## src/hw/rtl/lpm_pkg.sv

```systemverilog
`timescale 1ns / 1ps
// Shared types and constants for the longest-prefix route lookup engine.
// No dependencies; used by every module of the block but lpm_ram.
package lpm_pkg;

  localparam int ADDR_W  = 32;
  localparam int PORT_W  = 2;
  localparam int INDEX_W = 10;

  // Depth of the queue between front and back.
  localparam int Q_DEPTH = 2;
  localparam int Q_AW    = 1;
  localparam int Q_CW    = 2;

  typedef enum logic {
    OP_LOAD   = 1'b0,
    OP_LOOKUP = 1'b1
  } op_t;

  typedef enum logic [1:0] {
    ST_LOADED = 2'd0,
    ST_HIT    = 2'd1,
    ST_MISS   = 2'd2,
    ST_FULL   = 2'd3
  } status_t;

  // One classified item as it waits in the queue.
  // key is the destination for a lookup and the prefix for a load.
  typedef struct packed {
    op_t                op;
    logic [ADDR_W-1:0]  key;
    logic [ADDR_W-1:0]  mask;
    logic [ADDR_W-1:0]  hop;
    logic [PORT_W-1:0]  port;
  } item_t;

  // One stored route.
  typedef struct packed {
    logic [ADDR_W-1:0]  prefix;
    logic [ADDR_W-1:0]  mask;
    logic [ADDR_W-1:0]  hop;
    logic [PORT_W-1:0]  port;
  } route_t;

endpackage

```

## src/hw/rtl/lpm_front.sv

```systemverilog
`timescale 1ns / 1ps
// Front end: accepts input transfers, classifies them and queues them.
// Depends on lpm_pkg.
module lpm_front
  import lpm_pkg::*;
#(
  parameter int PORT_COUNT = 4
) (
  input  logic         clk,
  input  logic         rst,
  input  logic         s_axis_tvalid,
  output logic         s_axis_tready,
  input  logic [135:0] s_axis_tdata,
  input  logic [0:0]   s_axis_tuser,
  output logic         item_valid,
  input  logic         item_ready,
  output item_t        item
);

  item_t             q [Q_DEPTH];
  logic [Q_AW-1:0]   wr_ptr;
  logic [Q_AW-1:0]   rd_ptr;
  logic [Q_CW-1:0]   q_cnt;
  item_t             cls;
  logic              push;
  logic              pop;
  logic [PORT_W-1:0] raw_port;

  // Classify: pick the key by operation, saturate the port.
  always_comb begin
    raw_port = s_axis_tdata[129:128];
    cls.op   = op_t'(s_axis_tuser[0]);
    cls.key  = (cls.op == OP_LOOKUP) ? s_axis_tdata[31:0] : s_axis_tdata[63:32];
    cls.mask = s_axis_tdata[95:64];
    cls.hop  = s_axis_tdata[127:96];
    cls.port = raw_port;
    if (32'(raw_port) >= 32'(PORT_COUNT)) begin
      cls.port = PORT_W'(PORT_COUNT - 1);
    end
  end

  assign s_axis_tready = (q_cnt != Q_CW'(Q_DEPTH));
  assign item_valid    = (q_cnt != '0);
  assign item          = q[rd_ptr];
  assign push          = s_axis_tvalid && s_axis_tready;
  assign pop           = item_valid && item_ready;

  always_ff @(posedge clk) begin
    if (push) begin
      q[wr_ptr] <= cls;
    end
  end

  always_ff @(posedge clk) begin
    if (rst) begin
      wr_ptr <= '0;
      rd_ptr <= '0;
      q_cnt  <= '0;
    end else begin
      if (push) begin
        wr_ptr <= Q_AW'(wr_ptr + 1'b1);
      end
      if (pop) begin
        rd_ptr <= Q_AW'(rd_ptr + 1'b1);
      end
      if (push && !pop) begin
        q_cnt <= Q_CW'(q_cnt + 1'b1);
      end else if (pop && !push) begin
        q_cnt <= Q_CW'(q_cnt - 1'b1);
      end
    end
  end

endmodule

```

## config.mk

```make
export PLATFORM = sky130hd
export DESIGN_NAME = lpm_front
export DESIGN_NICKNAME = d
export VERILOG_FILES = /design/src/hw/rtl/lpm_pkg.sv /design/src/hw/rtl/lpm_front.sv
export SDC_FILE = /design/constraint.sdc
export NUM_CORES = 1
export LEC_CHECK = 0
export BUFFER_PORTS_ARGS = -buffer_cell sky130_fd_sc_hd__buf_2
export CORE_ASPECT_RATIO = 1.2
export CORE_MARGIN = 1.5
export CORE_UTILIZATION = 35
export CTS_BUF_LIST = sky130_fd_sc_hd__clkbuf_4
export DETAILED_ROUTE_END_ITERATION = 10
export GPL_TIMING_DRIVEN = 0
export SLEW_MARGIN = 20
export SYNTH_ARGS = -nofsm -noshare
export SYNTH_HDL_FRONTEND = slang
export SYNTH_SLANG_ARGS = --single-unit
```

## constraint.sdc

```tcl
create_clock -name clk -period 7.55 [get_ports clk]
set_clock_uncertainty 0.1 [all_clocks]
set_input_delay 1.51 -clock clk [delete_from_list [all_inputs] [get_ports clk]]
set_output_delay 1.51 -clock clk [all_outputs]
set_load 0.05 [all_outputs]
```

After elaboration in Yosys (flattened, before gate mapping)
Memory sizes are Yosys's and may differ from the RTL's. A register that Yosys moved wholly into a read port is not among the register bits.
Cells that the tools add are included.
{"block": "word_totals", "mem_count": 1, "ramBits": 198, "ff_bits": 4, "output_inout_bits": 101, "in_bits": 141}
{"block": "op_classes", "add_sub_neg": 4, "mux": 7, "eq_ne": 1, "n_reduce_logical": 8}
{"name": "q", "words": 2, "word_bits": 99, "read_ports": 1, "rd_clocked_by_memory_dff": 1, "write_ports": 1, "line_no": "lpm_front.sv:20", "rtl": "item_t q [Q_DEPTH];"}
{"op": "32-bit 2-to-1 mux", "count": 1}
{"op": "1-bit logical AND", "count": 4}
{"op": "1-bit 2-to-1 mux", "count": 4}
{"op": "2-bit 2-to-1 mux", "count": 2}
{"op": "2-bit nonzero test", "count": 2}
{"op": "1-bit adder (second input constant)", "count": 2}
{"op": "2-bit by 1-bit adder with 2-bit output (second input constant)", "count": 1}
{"op": "1-bit logical NOT", "count": 2}
{"op": "2-bit inequality test (second input constant)", "count": 1}
{"op": "2-bit by 1-bit subtractor with 2-bit output (second input constant)", "count": 1}

Depth between registers and ports, before layout
{"block": "logic_depth", "ltp_word": 6, "mapped_depth": 6}

Least setup slack after synthesis
OpenSTA, ideal clock, no wires.
{"block": "synth_timing", "path_type": "in2reg", "startpoint": "in s_axis_tvalid", "endpoint": "mem q[1][0] (netlist name) (enable)", "required_ns": 6.980, "arrival_ns": 3.853, "setup_slack_ns": 3.127, "setup_ns": 0.470, "path_stages": 1, "cell_sequence": "and3_1"}
{"block": "synth_via", "elab_chain_len": 3}
{"element": "start: declaration", "line_no": "lpm_front.sv:11", "rtl": "input logic s_axis_tvalid,"}
{"element": "1-bit logical AND", "line_no": "lpm_front.sv:45", "rtl": "assign push = s_axis_tvalid && s_axis_tready;"}
{"element": "1-bit 2-to-1 mux", "line_no": "lpm_front.sv:49", "rtl": "if (push) begin"}
{"element": "1-bit 2-to-1 mux (not written as such)", "line_no": "lpm_front.sv:50", "rtl": "q[wr_ptr] <= cls;"}
{"element": "end: declaration", "line_no": "lpm_front.sv:20"}
Every way passes these cells.

==> results.py <==
metrics = {
    "timing": {
        "tightestPinTransition_ns": 0.4605,
        "period_needed_ns": 3.598,
        "clock.fmax_mhz": 277.9,
        "setup_violations": 0,
        "maxSlewHeadroom_pct": 69.30,
        "drv_slew": 0,
        "min_period_over_period_pct": 47.65,
        "hold_viol_final": 0,
        "tns_ns": 0,
        "rsz0062_at_grt": "no",
        "setup_slack_ns": 3.952,
    },
    "clock_network": {
        "insertion_delay_ns": 0.60,
        "post_cts_buffers": 0,
        "post_cts_resized": 0,
        "cts_root_buffer": "clkbuf_4",
        "cts.sinks": 203,
        "cts_buffers": 50,
        "cts_max_level": 2,
        "cts.clk_slew.worst_paths_ns": 0.06,
        "ctsHoldBuffers": 0,
        "cts_tree": "done",
        "cts_buffer_depth": 3,
    },
    "logic_synthesis": {
        "yosysTopAreaCell": "edfxtp_1",
        "yosysUniqueCellTypes": 22,
        "seq_area_frac_synth_pct": 77.70,
        "syn_area_per_cell_um2": 21.14,
        "syn_inst": 368,
        "syn_nets": 510,
        "yosys_warnings": 0,
        "synth_top_area_share_pct": 76.41,
        "ys_ff_latch": 203,
        "syn_area_um2": 7781,
        "synth.area.top_cells": "edfxtp_1, mux2_2, mux2_4",
    },
    "critical_path": {
        "critPathKind": "flop to output pin",
        "worst-path-buf-inv": 4,
        "reg2reg_depth": 4,
        "critical_path_depth": 5,
        "crit_family": "buffers and inverters",
        "r2r_setup_slack_ns": 5.52,
        "critPathLaunchType": "flop",
        "slowest_delay_ns": 0.32,
        "critical_path.max_fanout": 10,
        "cp.arrival_ns": 1.99,
        "r2r_end": "q[0][43]",
        "worst_ep_required_time_ns": 5.94,
        "cp-end-kind": "output pin",
        "cp_common_cell": "buf_6",
        "r2r_start": "q_cnt[0]",
        "crit_chain": "buf_6 > buf_6 > buf_6 > mux2_4 > buf_2",
        "cp_slowest_cell": "dfxtp_1",
    },
    "die": {
        "row_count": 59,
        "fp.dieW_um": 139.1,
        "die_y_um": 166.3,
        "coreArea_um2": 21780,
        "dieArea_um2": 23140,
        "start_util_pct": 35.73,
        "io_pins": 242,
    },
    "cells_and_area": {
        "final_cells": 964,
        "nNetsFinal": 800,
        "finalInstanceArea_um2": 9987,
        "postLayoutCoreUtil_pct": 45.86,
        "areaGrowthSynthToFinish_pct": 28.35,
        "drive_gt1_share_pct": 66.13,
    },
    "placed_design": {
        "post-dp-hpwl_um": 10740,
        "dp.cells": 880,
        "dpl_cell_area_um2": 9393,
        "gp_congestion": 0.6870,
        "post-place-ws_ns": 4.509,
        "portBuffers": 235,
    },
    "grt": {
        "grt_pass1_vias": 4888,
        "grt_use_total_pct": 13.17,
        "antenna_found_initial": 2,
        "grt_first_pass_wirelength_um": 23980,
        "grt_max_degree": 57,
        "grt-ovfl-total": 0,
    },
    "pwr": {
        "p_sw_mw": 1.363,
        "p_clk_share_pct": 23.1,
        "pwr-share-comb_pct": 36.9,
        "powerDensity_nw_per_um2": 361.4,
        "p_sw_share_pct": 37.77,
        "p_int_mw": 2.246,
        "peakVddDrop_v": 0.0003180,
        "leakage_nw": 3.854,
        "p_seq_share_pct": 40.0,
    },
    "routing": {
        "postRouteAntennaNets": 0,
        "post-route-drc-count": 14,
        "wl_um": 15290,
        "drt-vias-per-instance": 4.561,
        "num_vias": 4397,
        "dr.pass1.iters": 7,
        "wire_per_inst_um": 15.86,
        "first_iter_violations": 158,
    },
    "worst_hold_path": {
        "hold_class": "flop to flop",
        "min_from": "rd_ptr",
        "worstHoldEndpoint": "rd_ptr",
        "min_path_cells": 2,
    },
    "run": {
        "maxCapViolCount": 0,
    },
    "status": {
        "violations": "design-rule violations",
        "status": "finished with violations",
    },
}
-- metal layers --
metal  track usage [%]  share of wire (%)
met1             13.22                 36
met2             23.98                 54
met3             4.642                7.7
met4             6.614                3.1
met5                 0                  0
-- synth_stat cells --
master and number:
buf_6 3, and2_1 1, nand2b_1 1, a21oi_1 2
or2_2 1, inv_1 1, nand3b_1 1, mux2_4 10
edfxtp_1 198, mux2_1 2, or3_1 1, dfxtp_1 5
o21ai_0 2, buf_4 3, nor2_1 3, clkbuf_1 1
buf_2 8, mux2_2 119, ha_1 1, and3_1 1
a21bo_2 1, xor2_1 3
-- worst reg2reg max path: stages (launching register included) --
cell	delay (ns)
dfxtp_1	0.41
nand2b_1	0.22
nand3b_1	0.20
inv_6	0.39
buf_16	0.33
-- cell type report --
type	instances	area, µm²
clock inverter	14	78.83
clock buffer	68	510.5
fill	1960	11790
sequential	203	6046
antenna	2	5.005
inverter	1	8.758
multi-input combinational	149	1637
buffer	15	100.1
tap	274	342.8
timing repair buffer	238	1259
-- worst max path at each step --
stage | slack (ns) | start | to
2_1_floorplan | 3.13 | s_axis_tvalid | q[1][0]
3_3_place_gp | 1.80 | s_axis_tvalid | q[1][40]
3_5_place_dp | 4.51 | s_axis_tvalid | q[0][40]
4_1_cts | 3.84 | flop | item[64]
5_1_grt | 3.82 | flop | item[64]
6_report | 3.95 | flop | item[75]
-- power groups by stage --
stage | combinational, mW | sequential, mW | clock (mW)
detailed placement | 1.35 | 1.47 | 0
global route | 1.39 | 1.46 | 0.930
global placement | 1.31 | 1.48 | 0
floorplan | 1.03 | 1.47 | 0
CTS | 1.35 | 1.45 | 0.879
finish | 1.33 | 1.45 | 0.834
-- layout by cell type (no fill, tap or decap) --
master       n
nor2_1       3
clkbuf_4    68
a21bo_2      1
inv_2        1
dfxtp_1      5
clkbuf_1     1
buf_16       3
ha_1         1
a21oi_1      2
clkinv_1    12
mux2_1       2
or3_1        1
xor2_1       3
buf_6        3
diode_2      2
edfxtp_1   198
buf_2      243
o21ai_0      2
buf_4        3
and3_4       1
mux2_2     119
nand3b_1     1
bufinv_16    1
nand2b_1     1
or2_2        1
and2_1       1
mux2_4      10
inv_6        1
-- cell families after synthesis --
| family | Yosys count | share of synthesized area (%) |
|---|---|---|
| xor gates and xnor gates | 3 | 0.3377 |
| adders and majority gates | 1 | 0.1608 |
| DFF | 203 | 77.70 |
| AOI/OAI and AO/OA | 5 | 0.3859 |
| muxes | 131 | 19.44 |
| buffers and inverters | 16 | 1.334 |
| and+or+nand+nor | 9 | 0.6435 |
-- stage by stage --
stage               hold slack, ns  total power [mW]
floorplan                   0.3705             2.506
global placement            0.3885             2.798
detailed placement          0.3998             2.819
CTS                         0.4240             3.678
global route                0.4426             3.780
finish                      0.4215             3.609
-- state kept, by name, summed over array words and instances, names as in the netlist, named ones only --
name    cells
q         198
q_cnt       2
rd_ptr      1
wr_ptr      1
(Power assumes the default switching activity.)
